**src/rtl/core/ppcs_pkg.sv**
```systemverilog
// ----------------------------------------------------------------------------
// ppcs_pkg
// Shared types and constants of the ping-pong checkpoint store: field widths,
// operation and result codes, and the command and status groups that join the
// controller and the datapath.
// ----------------------------------------------------------------------------
package ppcs_pkg;

	// parameter defaults
	localparam int DEPTH_DEF     = 64;
	localparam int WORD_BITS_DEF = 32;

	// fixed field widths
	localparam int MODE_W     = 2;
	localparam int IDX_W      = 10;
	localparam int IN_VAL_W   = 32;
	localparam int KIND_W     = 2;
	localparam int EIDX_W     = 6;
	localparam int OUT_DATA_W = 32;
	localparam int SZ_W       = 7;

	// stream payload widths, padded to whole bytes
	localparam int S_TDATA_W = 48;
	localparam int M_TDATA_W = 40;

	// configuration port
	localparam int PADDR_W = 3;
	localparam int PDATA_W = 32;
	localparam logic REG_ENTRIES_IN_USE = 1'b0;
	localparam logic [SZ_W-1:0] ENTRIES_RESET = 7'd64;

	// reset fill byte of every stored word
	localparam logic [7:0] FILL_BYTE = 8'h53;

	// operation codes of an input beat
	typedef enum logic [MODE_W-1:0] {
		MODE_READ  = 2'd0,
		MODE_WRITE = 2'd1,
		MODE_CKPT  = 2'd2
	} mode_t;

	// result codes of an output beat
	typedef enum logic [KIND_W-1:0] {
		KIND_READ = 2'd0,
		KIND_ACK  = 2'd1,
		KIND_SNAP = 2'd2
	} kind_t;

	// controller to datapath
	typedef struct packed {
		logic  ld_in;     // latch the accepted input beat
		logic  flip;      // toggle the active copy
		logic  clr_wr;    // clearing pass write and advance
		logic  mod_step;  // one remainder step
		logic  rd_walk;   // read address from the walk counter
		logic  op_wr;     // store write word into the active copy
		logic  ck_wr;     // checkpoint update of one entry
		logic  walk_inc;  // next checkpoint entry
		logic  out_ld;    // load the output register
		kind_t out_kind;  // kind of the loaded result
	} ppcs_cmd_t;

	// datapath to controller
	typedef struct packed {
		logic              clr_last;
		logic [MODE_W-1:0] in_mode;
		logic              in_rng;
		logic [MODE_W-1:0] item_mode;
		logic              mod_last;
		logic              walk_last;
		logic              out_free;
	} ppcs_sts_t;

endpackage

```
**src/rtl/core/ppcs_apb_regs.sv**
```systemverilog
// ----------------------------------------------------------------------------
// ppcs_apb_regs
// APB register file of the checkpoint store: holds the entries in use
// register and returns it on reads. pready is always high.
// ----------------------------------------------------------------------------
module ppcs_apb_regs (
	input  logic                          clk,
	input  logic                          arst_n,
	input  logic                          psel,
	input  logic                          penable,
	input  logic                          pwrite,
	input  logic [ppcs_pkg::PADDR_W-1:0]  paddr,
	input  logic [ppcs_pkg::PDATA_W-1:0]  pwdata,
	output logic [ppcs_pkg::PDATA_W-1:0]  prdata,
	output logic                          pready,
	output logic [ppcs_pkg::SZ_W-1:0]     entries_in_use
);
	import ppcs_pkg::*;

	logic               wr_en;
	logic [SZ_W-1:0]    entries_q;

	assign pready = 1'b1;
	assign wr_en  = psel && penable && pwrite && pready;

	// register write at the access cycle
	always_ff @(posedge clk or negedge arst_n) begin
		if (!arst_n) begin
			entries_q <= ENTRIES_RESET;
		end else if (wr_en && (paddr[2] == REG_ENTRIES_IN_USE)) begin
			entries_q <= pwdata[SZ_W-1:0];
		end
	end

	// read back
	always_comb begin
		if (paddr[2] == REG_ENTRIES_IN_USE) begin
			prdata = PDATA_W'(entries_q);
		end else begin
			prdata = '0;
		end
	end

	assign entries_in_use = entries_q;

endmodule

```
**config.mk**
```make
export PLATFORM = sky130hd
export DESIGN_NAME = ppcs_apb_regs
export DESIGN_NICKNAME = d
export VERILOG_FILES = /design/src/rtl/core/ppcs_pkg.sv /design/src/rtl/core/ppcs_apb_regs.sv
export SDC_FILE = /design/constraint.sdc
export NUM_CORES = 1
export LEC_CHECK = 0
export BUFFER_PORTS_ARGS = -buffer_cell sky130_fd_sc_hd__buf_2
export CAP_MARGIN = 20
export CORE_UTILIZATION = 29
export DETAILED_ROUTE_END_ITERATION = 10
export GPL_TIMING_DRIVEN = 0
export PLACE_DENSITY = 0.79
export SYNTH_ARGS = -nofsm -noshare
export SYNTH_HDL_FRONTEND = slang
export SYNTH_SLANG_ARGS = --single-unit
export TNS_END_PERCENT = 10
```
**constraint.sdc**
```tcl
create_clock -name clk -period 0.8 [get_ports clk]
set_input_delay 0.08 -clock clk [delete_from_list [all_inputs] [get_ports clk]]
set_output_delay 0.08 -clock clk [all_outputs]
set_load 0.01 [all_outputs]
```
# == Word level (Yosys, flattened, before mapping) ==
# Index checks and enable logic that the tools add are counted.
# word_totals
output_inout_bits,40
ff_bits,7
elab_cells,6
# op_classes
mux,1
n_reduce_logical,3
bitwise_logic,1
# op_table
cell,n
two-way mux 7 bit,1
logical AND 1 bit,3
NOT 1 bit,1

# == Logic depth before layout (Yosys ltp) ==
# depth
depth_word,3
depth_mapped,2
depth_no_buf,2

# == Least setup slack after synthesis ==
# Ideal clock, no wire load.
# synth_timing
path_kind,register to output
startpoint,"reg entries_q[6], in the netlist entries_in_use[6]"
endpoint,out prdata[6] (netlist bit)
t_required_ps,720
path_buffers,0
stages_incl_launch_ff,2
slack_ps,18
arrival_ps,702
cell_sequence,dfstp_2 -> and2b_2
# synth_via
elab_chain_cells,1
# synth_rtl
item,line_no,source
from (decl),ppcs_apb_regs.sv:21,logic [SZ_W-1:0] entries_q;
from (signal assigned),ppcs_apb_regs.sv:31,entries_q <= pwdata[SZ_W-1:0];
two-way mux 7 bit,ppcs_apb_regs.sv:37,if (paddr[2] == REG_ENTRIES_IN_USE) begin
to (decl),ppcs_apb_regs.sv:14,"output logic [ppcs_pkg::PDATA_W-1:0] prdata,"
# Every way passes these cells.

# == Final worst setup path ==
# Ends and elaborated chain as after synthesis.

==> impl_metrics.csv <==
group,metric,value,unit
logic_synthesis,yosysTopAreaCellShare,35.9,%
critical_path,critPathCapture,"prdata[6]",
power_and_ir_drop,p_total,1.38,mW
logic_synthesis,synth_edf_count,0,
critical_path,critPathKind,"flop to output port",
critical_path,reg2reg_to,"entries_in_use[1]$_DFFE_PN0P_",
cells_and_area,fin_util,50.1,%
sta,finalWorstSetupSlack,-284,ps
drt,routedWlPerCell,8.18,um
logic_synthesis,yosys_warnings,0,
logic_synthesis,synth.area.top_cells,"buf_4 (36%), dfrtp_1 (28%), mux2_2 (15%)",
worst_hold_path,hold_class,"input port to flop",
placed_design,dp.cells,125,
cells_and_area,multi_input_area,262,sq um
drt,drt_iter0_markers,0,
drt,top_layer_used,"met3",
logic_synthesis,synthTopCellsByCount,"buf_4 (26), and2b_2 (7), mux2_2 (7)",
critical_path,cp.arrival,1000,ps
floorplanning,rows,15,
logic_synthesis,synth.avg_cell_area,10.9,sq um
global_route,antenna_found_initial,0,
global_route,grt_pass1_vias,359,
floorplanning,io_pins,80,
global_route,grt_pass1_wl,1480,um
sta,rsz0062_at_grt,"yes",
logic_synthesis,ys_seq_elements,7,
sta,tns,-2060,ps
logic_synthesis,synth_cell_types,7,
run_status,status,"finished with violations",
sta,min_period,1080,ps
cells_and_area,largest_register_ffs,7,
critical_path,cp_max_fo,3,
drt,detail-route-antenna-nets,0,
sta,hold_ws,61.9,ps
logic_synthesis,ys.flop_type,"dfrtp_1",
job,cap_viol_max_count,0,
floorplanning,die_h,45.3,um
critical_path,cp-end-kind,"output port",
placed_design,dpl.hpwl,881,um
drt,via_per_inst,3.35,
logic_synthesis,synth_most_common_cell,"buf_4",
placed_design,place_congestion,0.559,
drt,drc,0,
global_route,grt_max_degree,9,
clocking,cts-root-buf,"clkbuf_4",
logic_synthesis,syn_inst,50,
power_and_ir_drop,total_leakage_power,0.528,nW
power_and_ir_drop,ir_drop,0.567,mV
cells_and_area,nFillCells,162,
critical_path,worst-r2r-setup-slack,30,ps
clocking,postCtsSetupBuffers,0,
drt,wl_met3,106,um
logic_synthesis,syn_area,543,sq um
sta,hold_violations,0,
clocking,htree_levels,1,
sta,fmax,922,MHz
cells_and_area,fin_cells,130,
critical_path,critPathRequiredTime,720,ps
logic_synthesis,async_flop_share,100,%
clocking,clock-sinks,7,
worst_hold_path,min_path_cells,2,
critical_path,critPathLaunch,"entries_in_use[6]$_DFFE_PN1P_",
drt,wl_met2,610,um
clocking,clock_latency,240,ps
global_route,gr-total-overflow,0,
placed_design,io_buffers,26,
cells_and_area,regArea,176,sq um
drt,drt-total-wl,1060,um
sta,min_period_over_period,136,%
logic_synthesis,yosysTopAreaCell,"buf_4",
run_status,violations,"setup timing",
clocking,clock_path_buffers,2,
cells_and_area,drive_gt1_share,67.6,%
logic_synthesis,yosysSeqAreaShare,32.5,%
cells_and_area,finalInstanceArea,875,sq um
placed_design,place_area,795,sq um
sta,setup_violations,14,
clocking,cts_buffers,3,
floorplanning,die_area,2050,sq um
sta,fin_skew,0,ps
power_and_ir_drop,p_per_area,1580,nW/um^2
placed_design,place_ws,-140,ps
floorplanning,start_util,31.1,%
sta,final_max_slew_viol_count,0,
cells_and_area,fin_nets,146,
cells_and_area,area_delta_synth_final,61.1,%
critical_path,reg2reg_depth,1,
drt,wirelength_met1,345,um
drt,via_count,435,
clocking,clkTransAtPathRegs,50,ps
clocking,cts_tree,"built",
floorplanning,fp.dieW,45.3,um
cells_and_area,diodes,0,
global_route,grt_usage,11.0,%
critical_path,r2r-start,"entries_in_use[1]$_DFFE_PN0P_",
critical_path,start_kind,"flop",
drt,dr.pass1.iters,1,
floorplanning,fp.coreArea,1750,sq um
cells in the final DEF (no fill, tap or decap), drive strengths merged:
cell	synthesis	final
dfstp	1	1
dfrtp	6	6
clkbuf	0	4
nand4b	1	1
and2b	7	7
dlygate4sd3	0	1
conb	2	26
buf	26	52
mux2	7	7
routing by layer:
layer  vias up  global-route usage [%]
met1       190                    8.85
li1        217                       -
met3         0                    5.20
met4         0                    7.27
met2        28                    20.6
met5         -                       0
worst max-delay path, stage by stage, from the launching register on:
cell     delay [ps]
dfstp_2         520
and2b_2         140
buf_6            90
area by class of cell:
| class | count | share of cell area (%) |
|---|---|---|
| Sequential cell | 7 | 20.2 |
| Clock buffer | 4 | 3.00 |
| Timing Repair Buffer | 27 | 21.0 |
| Buffer | 26 | 22.3 |
| Tap cell | 25 | 3.58 |
| Multi-Input combinational cell | 41 | 29.9 |
logic make-up after synthesis:
family	synth area share (%)
other	1.38
muxes	14.5
buffers and inverters	35.9
DFF	32.5
and+or+nand+nor	15.7
timing repair:
action | in CTS | in global routing
resized for setup | 7 | 0
endpoints found under the setup margin | 14 | 14
hold buffers | 1 | 0
hold endpoints to repair | 7 | 0
power by group:
part	total, mW	switching [mW]	internal, mW
registers	0.488	0.0469	0.441
clock network	0.313	0.123	0.190
logic	0.584	0.246	0.338
how the worst min path moves through the flow:
stage                    from                       endpoint
global placement       arst_n  entries_in_use[3]$_DFFE_PN0P_
global route        pwdata[2]  entries_in_use[2]$_DFFE_PN0P_
detailed placement     arst_n  entries_in_use[3]$_DFFE_PN0P_
CTS                 pwdata[2]  entries_in_use[2]$_DFFE_PN0P_
finish              pwdata[2]  entries_in_use[2]$_DFFE_PN0P_
floorplan              arst_n  entries_in_use[0]$_DFFE_PN0P_
No activity file was read; power rests on OpenSTA's default activity.
