**src/rtl/core/ppcs_pkg.sv**
```systemverilog
// ----------------------------------------------------------------------------
// ppcs_pkg
// Shared types and constants of the ping-pong checkpoint store: field widths,
// operation and result codes, and the command and status groups that join the
// controller and the datapath.
// ----------------------------------------------------------------------------
package ppcs_pkg;

	// parameter defaults
	localparam int DEPTH_DEF     = 64;
	localparam int WORD_BITS_DEF = 32;

	// fixed field widths
	localparam int MODE_W     = 2;
	localparam int IDX_W      = 10;
	localparam int IN_VAL_W   = 32;
	localparam int KIND_W     = 2;
	localparam int EIDX_W     = 6;
	localparam int OUT_DATA_W = 32;
	localparam int SZ_W       = 7;

	// stream payload widths, padded to whole bytes
	localparam int S_TDATA_W = 48;
	localparam int M_TDATA_W = 40;

	// configuration port
	localparam int PADDR_W = 3;
	localparam int PDATA_W = 32;
	localparam logic REG_ENTRIES_IN_USE = 1'b0;
	localparam logic [SZ_W-1:0] ENTRIES_RESET = 7'd64;

	// reset fill byte of every stored word
	localparam logic [7:0] FILL_BYTE = 8'h53;

	// operation codes of an input beat
	typedef enum logic [MODE_W-1:0] {
		MODE_READ  = 2'd0,
		MODE_WRITE = 2'd1,
		MODE_CKPT  = 2'd2
	} mode_t;

	// result codes of an output beat
	typedef enum logic [KIND_W-1:0] {
		KIND_READ = 2'd0,
		KIND_ACK  = 2'd1,
		KIND_SNAP = 2'd2
	} kind_t;

	// controller to datapath
	typedef struct packed {
		logic  ld_in;     // latch the accepted input beat
		logic  flip;      // toggle the active copy
		logic  clr_wr;    // clearing pass write and advance
		logic  mod_step;  // one remainder step
		logic  rd_walk;   // read address from the walk counter
		logic  op_wr;     // store write word into the active copy
		logic  ck_wr;     // checkpoint update of one entry
		logic  walk_inc;  // next checkpoint entry
		logic  out_ld;    // load the output register
		kind_t out_kind;  // kind of the loaded result
	} ppcs_cmd_t;

	// datapath to controller
	typedef struct packed {
		logic              clr_last;
		logic [MODE_W-1:0] in_mode;
		logic              in_rng;
		logic [MODE_W-1:0] item_mode;
		logic              mod_last;
		logic              walk_last;
		logic              out_free;
	} ppcs_sts_t;

endpackage

```
**src/rtl/core/ppcs_ctrl.sv**
```systemverilog
// ----------------------------------------------------------------------------
// ppcs_ctrl
// Controller of the checkpoint store: clearing pass after reset, index wrap
// steps, read and write access, and the checkpoint walk over entries in use.
// ----------------------------------------------------------------------------
module ppcs_ctrl (
	input  logic                 clk,
	input  logic                 arst_n,
	input  logic                 s_tvalid,
	output logic                 s_tready,
	input  ppcs_pkg::ppcs_sts_t  sts,
	output ppcs_pkg::ppcs_cmd_t  cmd
);
	import ppcs_pkg::*;

	typedef enum logic [2:0] {
		ST_CLEAR,
		ST_IDLE,
		ST_MOD,
		ST_RD,
		ST_LOAD,
		ST_WR,
		ST_CK_RD,
		ST_CK_OUT
	} state_t;

	state_t state_q;
	state_t state_d;
	logic   in_fire;

	assign s_tready = (state_q == ST_IDLE);
	assign in_fire  = s_tvalid && s_tready;

	// next state and commands
	always_comb begin
		state_d      = state_q;
		cmd          = '0;
		cmd.out_kind = KIND_READ;
		unique case (state_q)
			ST_CLEAR: begin
				cmd.clr_wr = 1'b1;
				if (sts.clr_last) state_d = ST_IDLE;
			end
			ST_IDLE: begin
				if (in_fire) begin
					cmd.ld_in = 1'b1;
					unique case (sts.in_mode)
						MODE_READ:  state_d = sts.in_rng ? ST_RD : ST_MOD;
						MODE_WRITE: state_d = sts.in_rng ? ST_WR : ST_MOD;
						MODE_CKPT: begin
							cmd.flip = 1'b1;
							state_d  = ST_CK_RD;
						end
						default:    state_d = ST_IDLE;
					endcase
				end
			end
			ST_MOD: begin
				cmd.mod_step = 1'b1;
				if (sts.mod_last) begin
					state_d = (sts.item_mode == MODE_WRITE) ? ST_WR : ST_RD;
				end
			end
			ST_RD: begin
				state_d = ST_LOAD;
			end
			ST_LOAD: begin
				if (sts.out_free) begin
					cmd.out_ld   = 1'b1;
					cmd.out_kind = KIND_READ;
					state_d      = ST_IDLE;
				end
			end
			ST_WR: begin
				if (sts.out_free) begin
					cmd.op_wr    = 1'b1;
					cmd.out_ld   = 1'b1;
					cmd.out_kind = KIND_ACK;
					state_d      = ST_IDLE;
				end
			end
			ST_CK_RD: begin
				cmd.rd_walk = 1'b1;
				state_d     = ST_CK_OUT;
			end
			ST_CK_OUT: begin
				cmd.rd_walk = 1'b1;
				if (sts.out_free) begin
					cmd.ck_wr    = 1'b1;
					cmd.out_ld   = 1'b1;
					cmd.out_kind = KIND_SNAP;
					if (sts.walk_last) begin
						state_d = ST_IDLE;
					end else begin
						cmd.walk_inc = 1'b1;
						state_d      = ST_CK_RD;
					end
				end
			end
			default: state_d = ST_CLEAR;
		endcase
	end

	// state register
	always_ff @(posedge clk or negedge arst_n) begin
		if (!arst_n) begin
			state_q <= ST_CLEAR;
		end else begin
			state_q <= state_d;
		end
	end

	// an item that does work closes the input until it is done
	a_busy_after_accept: assert property (@(posedge clk) disable iff (!arst_n)
		(in_fire && (sts.in_mode == MODE_READ || sts.in_mode == MODE_WRITE ||
		 sts.in_mode == MODE_CKPT)) |=> !s_tready)
		else $error("input ready while an item is at work");

endmodule

```
**config.mk**
```make
export PLATFORM = sky130hd
export DESIGN_NAME = ppcs_ctrl
export DESIGN_NICKNAME = d
export VERILOG_FILES = /design/src/rtl/core/ppcs_pkg.sv /design/src/rtl/core/ppcs_ctrl.sv
export SDC_FILE = /design/constraint.sdc
export NUM_CORES = 1
export LEC_CHECK = 0
export BUFFER_PORTS_ARGS = -buffer_cell sky130_fd_sc_hd__buf_4
export CAP_MARGIN = 20
export CELL_PAD_IN_SITES_DETAIL_PLACEMENT = 0
export CELL_PAD_IN_SITES_GLOBAL_PLACEMENT = 2
export CORE_MARGIN = 3
export CORE_UTILIZATION = 21
export CTS_BUF_LIST = sky130_fd_sc_hd__clkbuf_8
export CTS_CLUSTER_DIAMETER = 50
export DETAILED_ROUTE_END_ITERATION = 10
export PLACE_DENSITY = 0.84
export SLEW_MARGIN = 20
export SYNTH_ARGS = -nofsm -noshare
export SYNTH_HDL_FRONTEND = slang
export SYNTH_SLANG_ARGS = --single-unit
```
**constraint.sdc**
```tcl
create_clock -name clk -period 1.4 [get_ports clk]
set_input_delay 0.07 -clock clk [delete_from_list [all_inputs] [get_ports clk]]
set_output_delay 0.07 -clock clk [all_outputs]
set_load 0.02 [all_outputs]
```
---- After elaboration in Yosys (flattened, before gate mapping) ----
Cells that the tools add are included.
storage, ports and cells
  flip-flop bits (word level) ............. 3
  input port bits ......................... 12
  output and inout port bits .............. 12
cells by class
  equal/unequal tests ..................... 15
  mux-type cells .......................... 25
  reductions and logical operators ........ 6
operator list
  kind                                                                     number
  3-bit 2-to-1 mux                                                         10
  3-bit one-hot mux with 7 select lines                                    1
  3-bit one-hot mux with 3 select lines                                    2
  3-bit == test, second input constant                                     4
  1-bit 2-to-1 mux                                                         8
  3-bit by 2-bit == test with 1-bit output, second input constant          2
  2-bit 2-to-1 mux                                                         3
  2-bit inequality test, second input constant                             3
  5-bit 2-to-1 mux                                                         1
  5-bit AND reduction                                                      1
  2-bit by 1-bit == test with 1-bit output, second input constant          2
  2-bit by 1-bit inequality test with 1-bit output, second input constant  2
  2-bit OR reduction                                                       2
  3-bit by 1-bit == test with 1-bit output, second input constant          1
  3-bit logical NOT                                                        1
  2-bit == test, second input constant                                     1
  2-bit logical NOT                                                        1
  1-bit logical AND                                                        1

---- Logic depth before layout (Yosys ltp) ----
Gate-level depths: netlist of run 1.
  depth in word-level cells ............... 4
  depth in mapped cells ................... 6

---- Worst setup path before layout of run 1 ----
Ideal clock, no wire load.
  path kind ............................... register -> output
  from .................................... register state_q[1]
  to ...................................... output port cmd[9] (netlist bit)
  arrival time ............................ 1364 ps
  slack ................................... -34 ps
  stages on the path, launching flop included .. 6
  path through ............................ dfrtp_1 buf_6 or3b_4 inv_2 nand2_2 nor2_1
RTL lines
  element                 line              text
  start, declared         ppcs_ctrl.sv:27   state_t state_q;
  start signal, assigned  ppcs_ctrl.sv:109  state_q <= state_d;
  end, declared           ppcs_ctrl.sv:12   output ppcs_pkg::ppcs_cmd_t cmd

==> results.cfg, run 1 <==
[setup_path]
critical_path_class = flip-flop to output port
end_kind = output port
rrSetupSlack_ns = 0.04
start_kind = flip-flop
worstPathMaxFanout = 2
worstPathRequired_ns = 1.33
cp.arrival_ns = 1.34

[clocking]
cts.path.max_buffers = 2
cts_tree = yes
cts_buffers = 3
htree_levels = 1
cts.sinks = 3
clkTransAtPathRegs_ns = 0.03
cts-root-buf = clkbuf_8
clk_latency_ns = 0.21

[sta]
rsz0062_at_grt = true
finalWorstSetupSlack_ns = -0.00706
finalCriticalPeriod_ns = 1.41
finalMaxSlewViolations = 0
fin_crit_sh = 1.01
setup_viol = 1
hold_violations = 0
tightestPinTransition_ns = 0.251
skew_ns = 0.00231
max-slew-margin-rel = 0.828
fmax_ghz = 0.711

[layout]
final_cells = 111
nets = 100
diodes = 0
reg_top3 = state_q x3
top_register = state_q
final_cell_mix = buf_4, nor2_1
fillCellCount = 168
largest_reg_flops = 3
area_growth_pct = 94.7
layout-drive-gt1-share = 0.598
final_common_cell = buf_4

[floorplanning]
initial_core_util = 0.236
die_h_um = 48.4
die-area_um2 = 2340
rows = 14
die_w_um = 48.4
core_um2 = 1590
io_pins = 24

[route]
vias = 484
drt_iter0_drc = 2
drt-wirelength-per-cell_um = 10.2
ant_nets = 0
drc = 0
viasPerCell = 4.36
dr.max_layer_used = met4
dr.pass1.iters = 4
routed_wl_mm = 1.13
routed-wl-met2_um = 573
wl_met1_um = 483
dr_wl_met3_um = 70

[power_and_ir_drop]
p_per_area_nw_per_um2 = 1960
ir_worst_vdd_mv = 0.914
power.total_mw = 1.44
p_leak_nw = 0.368

[run]
cap_violations = 0

[synth]
synth.net_count = 61
ys_ff_latch = 3
yosys-top-cells-area = dfrtp_1, nor2_1, o211ai_1, a22oi_4, mux2i_1
synth_top_area_frac = 0.199
postSynthCellCount = 49
ys_types = 28
ys_warn_count = 0
syn-cell-area_um2 = 377
syn_avg_cell_area_um2 = 7.69
seq_area_frac_synth = 0.199
yosys.area.top_type = dfrtp_1

[status]
violations = negative setup slack
outcome = complete, but fails checks

[grt]
antenna_found_initial = 0
grt_pass1_wl_mm = 1.98
track_usage = 0.108
grt_pass1_vias = 466
grt_overflow_total = 0
grt_max_degree = 8

[placement]
dp_cells = 98
post-dp-hpwl_um = 861
gp_congestion = 0.730
io_buffers = 23

[hold_path]
hold_path.class = input pin to flip-flop
## worst max-delay path, cell delays in order (launching register included)
cell	delay [ns]
dfrtp_2	0.39
or3b_4	0.40
inv_2	0.07
nand2_2	0.05
nor2_2	0.09
buf_6	0.12
## final timing paths
| check | startpoint | end | cells after the start |
|---|---|---|---|
| worst min-delay path | sts[0] | state_q[2] | 4 |
| worst min register to register | state_q[0] | state_q[0] | 2 |
| worst max-delay path | state_q[1] | cmd[9] | 5 |
| max in group asynchronous | arst_n | state_q[0] | 2 |
| min in group asynchronous | arst_n | state_q[2] | 2 |
| worst max register to register | state_q[0] | state_q[1] | 5 |
## power breakdown
part           internal [mW]  switching, mW
Clock                  0.186         0.0526
Sequential             0.132         0.0319
Combinational          0.549          0.488
Total                  0.867          0.573
## cells by family (layout without fill, tap and decap cells)
| family | after synthesis | in the layout | synth area share |
|---|---|---|---|
| AND/OR/NAND/NOR | 23 | 23 | 0.355 |
| flip-flops | 3 | 3 | 0.199 |
| buffers and inverters | 7 | 45 | 0.110 |
| AO/OA/AOI/OAI | 14 | 14 | 0.282 |
| multiplexers | 2 | 2 | 0.0532 |
## stage by stage
| step | hold slack, ns | TNS, ns | util | area [µm²] | setup WS [ns] |
|---|---|---|---|---|---|
| after floorplan | -0.226 | 0 | - | 379 | 0.0187 |
| after global placement | -0.139 | 0 | 0.372 | 593 | 0.0432 |
| after detailed placement | -0.136 | 0 | 0.372 | 593 | 0.0346 |
| after CTS | 0.154 | -0.0200 | 0.447 | 713 | -0.0200 |
| after global routing | 0.183 | -0.225 | 0.460 | 733 | -0.0801 |
| final | 0.158 | -0.00706 | 0.460 | 733 | -0.00706 |
## area by class of cell
type / count / area (µm²) / area share
multi-input combinational: 39 / 273 / 0.372
inverter: 4 / 15.0 / 0.0205
clock inverter: 1 / 3.75 / 0.00512
sequential: 3 / 78.8 / 0.108
tap: 24 / 30.0 / 0.0410
clock buffer: 3 / 41.3 / 0.0563
timing repair buffer: 37 / 292 / 0.398
## synthesized netlist by cell type (all sizes together)
| cell type | number |
|---|---|
| or3b | 1 |
| nor2 | 8 |
| a21oi | 2 |
| a31oi | 1 |
| a22o | 1 |
| a21o | 1 |
| mux2i | 2 |
| nand3 | 1 |
| nand3b | 1 |
| nor3 | 2 |
| inv | 3 |
| nand2b | 3 |
| nor2b | 2 |
| o211ai | 3 |
| buf | 3 |
| o22a | 1 |
| clkinv | 1 |
| and3 | 1 |
| dfrtp | 3 |
| a22oi | 1 |
| o21ai | 4 |
| nand2 | 4 |
## layer usage
metal,vias up,track usage
met5,-,0
met4,0,0.0427
met3,2,0.0491
met2,15,0.179
met1,219,0.121
li1,248,-
## what timing repair did
item | 4_1_cts | 5_1_grt
endpoints found under the hold margin | 3 | 0
resized for setup | 5 | 3
endpoints found under the setup margin | 4 | 9
hold buffers | 1 | 0
setup buffers | 7 | 1
pin swaps | 3 | 3
(Power assumes the default switching activity.)
==> run 2: changes to the inputs <==
Settings changed: PLACE_DENSITY 0.84 to unset, PLACE_DENSITY_LB_ADDON set to 0.15.
==> results.cfg, run 2 (synthesis results as in run 1) <==
[status]
outcome = finished, final reports clean

[floorplanning]
die-area_um2 = 2340
core_um2 = 1590
initial_core_util = 0.236
io_pins = 24
die_h_um = 48.4
rows = 14
die_w_um = 48.4

[placement]
dp_slack_ns = 0.0487
io_buffers = 23
gp_congestion = 0.719
post-dp-hpwl_um = 917

[setup_path]
cp.arrival_ns = 1.33
path_cells = or3b_4 > inv_2 > nand2_2 > nor2_4 > buf_6
cpLargestDelayFamily = simple AND/OR/NAND/NOR gates
path_depth = 5
worstPathRequired_ns = 1.33
worst-r2r-cell-count = 5
start_kind = flip-flop
critPathSlowestCell = or3b_4
end_kind = output port
rrSetupSlack_ns = 0.01
cp_slowest_stage_delay_ns = 0.41
worstPathMaxFanout = 2
startpoint = state_q[2]
reg2reg_to = state_q[1]
timing.critical_path.buf_inv = 2
critical_path_class = flip-flop to output port
cp-endpoint = cmd[9]
reg2reg_from = state_q[0]

[layout]
diodes = 0
seq_area_um2 = 76.3
largest_reg_flops = 3
reg_top3 = state_q x3
nets = 97
top_register = state_q
multi_input_area_um2 = 278
final_cell_mix = buf_4, nor2_1
layout-drive-gt1-share = 0.560
area_growth_pct = 88.4
fillCellCount = 175
final_common_cell = buf_4
final_core_util = 0.445

[route]
ant_nets = 0
drt_iter0_drc = 4
viasPerCell = 4.24
vias = 458
drt-wirelength-per-cell_um = 11.5
routed_wl_mm = 1.24
dr.pass1.iters = 3
drc = 0

[grt]
track_usage = 0.120
grt_max_degree = 7
antenna_found_initial = 0
grt.busiest_layer = met2
gr-usage-met3 = 0.0491
grt_pass1_vias = 478
met2_usage = 0.197
grt_use_met1 = 0.141
grt_pass1_wl_mm = 2.14
grt_overflow_total = 0

[hold_path]
hold_path.class = input pin to flip-flop
worstHoldStart = sts[0]

[clocking]
cts.sinks = 3
cts-root-buf = clkbuf_8
clkTransAtPathRegs_ns = 0.03
cts_tree = yes
htree_levels = 1
cts.path.max_buffers = 2
cts_buffers = 3
clk_latency_ns = 0.21

[sta]
finalWorstSetupSlack_ns = 0.000566
max-slew-margin-rel = 0.837
setup_viol = 0
finalCriticalPeriod_ns = 1.40
rsz0062_at_grt = true
fmax_ghz = 0.715
hold_violations = 0
skew_ns = 0.00303
fin_crit_sh = 1.00
setup-tns-final_ns = 0
tightestPinTransition_ns = 0.237
finalMaxSlewViolations = 0

[run]
cap_violations = 0

[power_and_ir_drop]
p_per_area_nw_per_um2 = 1980
ir_worst_vdd_mv = 0.903
p_leak_nw = 0.362
power.total_mw = 1.41
==> run 2: cell count changes in the layout (fill, tap and decap cells not counted), sizes merged <==
cell / delta
buf: -3
==> run 2: report_power, final <==
part | switching (mW) | leakage, nW | internal [mW]
registers | 0.0253 | 0.0351 | 0.128
logic | 0.506 | 0.300 | 0.503
clock network | 0.0573 | 0.0269 | 0.187
total | 0.589 | 0.362 | 0.818
==> run 2: repair_timing <==
| action | 4_1_cts | 5_1_grt |
|---|---|---|
| hold buffers | 1 | 0 |
| pin swaps | 4 | 2 |
| endpoints found under the setup margin | 3 | 11 |
| hold endpoints to repair | 3 | 0 |
| gates resized for setup | 3 | 3 |
| buffers inserted | 5 | 0 |
| gates cloned | 0 | 0 |
==> run 2: worst min-delay path by stage <==
stage            endpoint  cells past startpoint  slack (ns)
2_1_floorplan  state_q[0]                      0       -0.23
6_report       state_q[2]                      4        0.18
4_1_cts        state_q[2]                      4        0.18
5_1_grt        state_q[0]                      2        0.19
3_5_place_dp   state_q[2]                      1       -0.14
3_3_place_gp   state_q[1]                      1       -0.14
==> run 2: area by class of cell <==
cell class,count,area share
flip-flops and latches,3,0.108
clock inverters,1,0.00529
inverters,4,0.0212
multi-input cells,39,0.392
well taps,24,0.0423
clock buffers,3,0.0582
repair buffers,34,0.374
==> run 2: worst reg2reg max path: stages, from the launching register on <==
cell and delay, ns:
dfrtp_1 0.38, buf_4 0.16, nand2b_4 0.16, a22oi_4 0.20, o211ai_1 0.12, a22o_1 0.25
==> run 2: layer usage <==
| metal | vias up | share of wire |
|---|---|---|
| li1 | 241 | - |
| met1 | 201 | 0.45 |
| met2 | 16 | 0.49 |
| met3 | 0 | 0.060 |
| met4 | 0 | 0 |
| met5 | - | 0 |
==> run 2: per-stage QoR <==
step	cell area [µm²]	std cells	hold WS, ns
floorplan	379	49	-0.226
global placement	593	98	-0.140
detailed placement	593	98	-0.140
CTS	694	108	0.182
global route	709	108	0.191
finish	709	108	0.181
==> run 3: changes to the inputs <==
Settings changed: PLACE_DENSITY_LB_ADDON 0.15 to 0.1.
==> results.cfg, run 3 (synthesis results as in run 1) <==
[grt]
antenna_found_initial = 0
grt_overflow_total = 0
grt_pass1_wl_mm = 2.04
grt_pass1_vias = 482
grt_max_degree = 8
track_usage = 0.119

[setup_path]
worstPathMaxFanout = 2
critical_path_class = flip-flop to output port
start_kind = flip-flop
end_kind = output port
cp.arrival_ns = 1.36
worstPathRequired_ns = 1.33

[clocking]
htree_levels = 1
cts-root-buf = clkbuf_8
clkTransAtPathRegs_ns = 0.03
cts.sinks = 3
clk_latency_ns = 0.22
cts.path.max_buffers = 2
cts_buffers = 3
cts_tree = yes

[route]
drt_iter0_drc = 7
vias = 467
dr.pass1.iters = 3
viasPerCell = 4.32
routed_wl_mm = 1.31
drt-wirelength-per-cell_um = 12.2
ant_nets = 0
drc = 0

[layout]
layout-drive-gt1-share = 0.560
final_common_cell = buf_4
reg_top3 = state_q x3
top_register = state_q
largest_reg_flops = 3
nets = 97
area_growth_pct = 88.0
diodes = 0
final_cell_mix = buf_4, nor2_1

[floorplanning]
initial_core_util = 0.236
die_w_um = 48.4
core_um2 = 1590
die-area_um2 = 2340
io_pins = 24
die_h_um = 48.4
rows = 14

[sta]
holdWs_ns = 0.173
setup-tns-final_ns = -0.0300
finalCriticalPeriod_ns = 1.43
setup_viol = 1
max-slew-margin-rel = 0.834
fmax_ghz = 0.699
skew_ns = 0.000460
tightestPinTransition_ns = 0.243
fin_crit_sh = 1.02
finalMaxSlewViolations = 0
hold_violations = 0
rsz0062_at_grt = true
finalWorstSetupSlack_ns = -0.0300

[status]
outcome = complete, but fails checks
violations = negative setup slack

[placement]
post-dp-hpwl_um = 958
gp_congestion = 0.715
io_buffers = 23

[power_and_ir_drop]
p_sw_mw = 0.598
power.total_mw = 1.43
ir_worst_vdd_mv = 0.799
clockPowerShare = 0.175
seqPwrFrac = 0.110
p_leak_nw = 0.363
p_per_area_nw_per_um2 = 2020
switching_share = 0.418
combPwrFrac = 0.715
p_int_mw = 0.833

[hold_path]
hold_path.class = input pin to flip-flop

[run]
cap_violations = 0
==> run 3: power by group through the flow <==
stage / logic [mW] / clock network (mW) / registers [mW]
6_report: 1.02 / 0.251 / 0.157
5_1_grt: 1.11 / 0.264 / 0.159
4_1_cts: 1.00 / 0.257 / 0.154
3_5_place_dp: 0.800 / 0 / 0.196
3_3_place_gp: 0.818 / 0 / 0.193
2_1_floorplan: 0.606 / 0 / 0.139
==> run 3: worst max-delay path, cell delays in order (launching register included) <==
cell and delay, ns:
dfrtp_2 0.40, or3b_4 0.40, inv_2 0.08, nand2_2 0.06
nor2_2 0.09, buf_6 0.12
==> run 3: area by class of cell <==
type / count / area [µm²]
fill: 176 / 886
multi-input combinational: 39 / 273
timing repair buffer: 34 / 269
sequential: 3 / 76.3
clock buffer: 3 / 41.3
tap: 24 / 30.0
inverter: 4 / 15.0
clock inverter: 1 / 3.75
==> run 3: layer usage <==
metal / part of all wire / global-route usage / vias to the layer above
met5: 0 / 0 / -
met4: 0.033 / 0.128 / 0
met3: 0.068 / 0.0245 / 4
met2: 0.48 / 0.200 / 17
met1: 0.41 / 0.118 / 206
li1: - / - / 240
==> run 3: final timing paths <==
path	end	startpoint	slack (ns)	cells after the start
worst max-delay path	cmd[9]	state_q[1]	-0.03	5
worst min-delay path	state_q[2]	sts[0]	0.17	4
worst max register to register	state_q[1]	state_q[0]	0.03	5
worst min register to register	state_q[0]	state_q[0]	0.68	2
max in group asynchronous	state_q[1]	arst_n	1.12	2
min in group asynchronous	state_q[1]	arst_n	0.18	2
==> run 3: per-stage QoR <==
step                      area [µm²]  instances  utilization  worst slack (ns)
after global placement           586         97        0.367            0.0743
after CTS                        699        108        0.439           -0.0250
after global routing             708        108        0.444           -0.0629
after detailed placement         586         97        0.367            0.0725
final                            708        108        0.444           -0.0300
after floorplan                  379         49            -            0.0187
==> run 3: repair_timing <==
action                     4_1_cts  5_1_grt
gates resized for setup          4        2
pin swaps                        3        3
hold buffers                     1        0
setup endpoints to repair        4        6
hold endpoints to repair         3        0
buffers inserted                 6        0
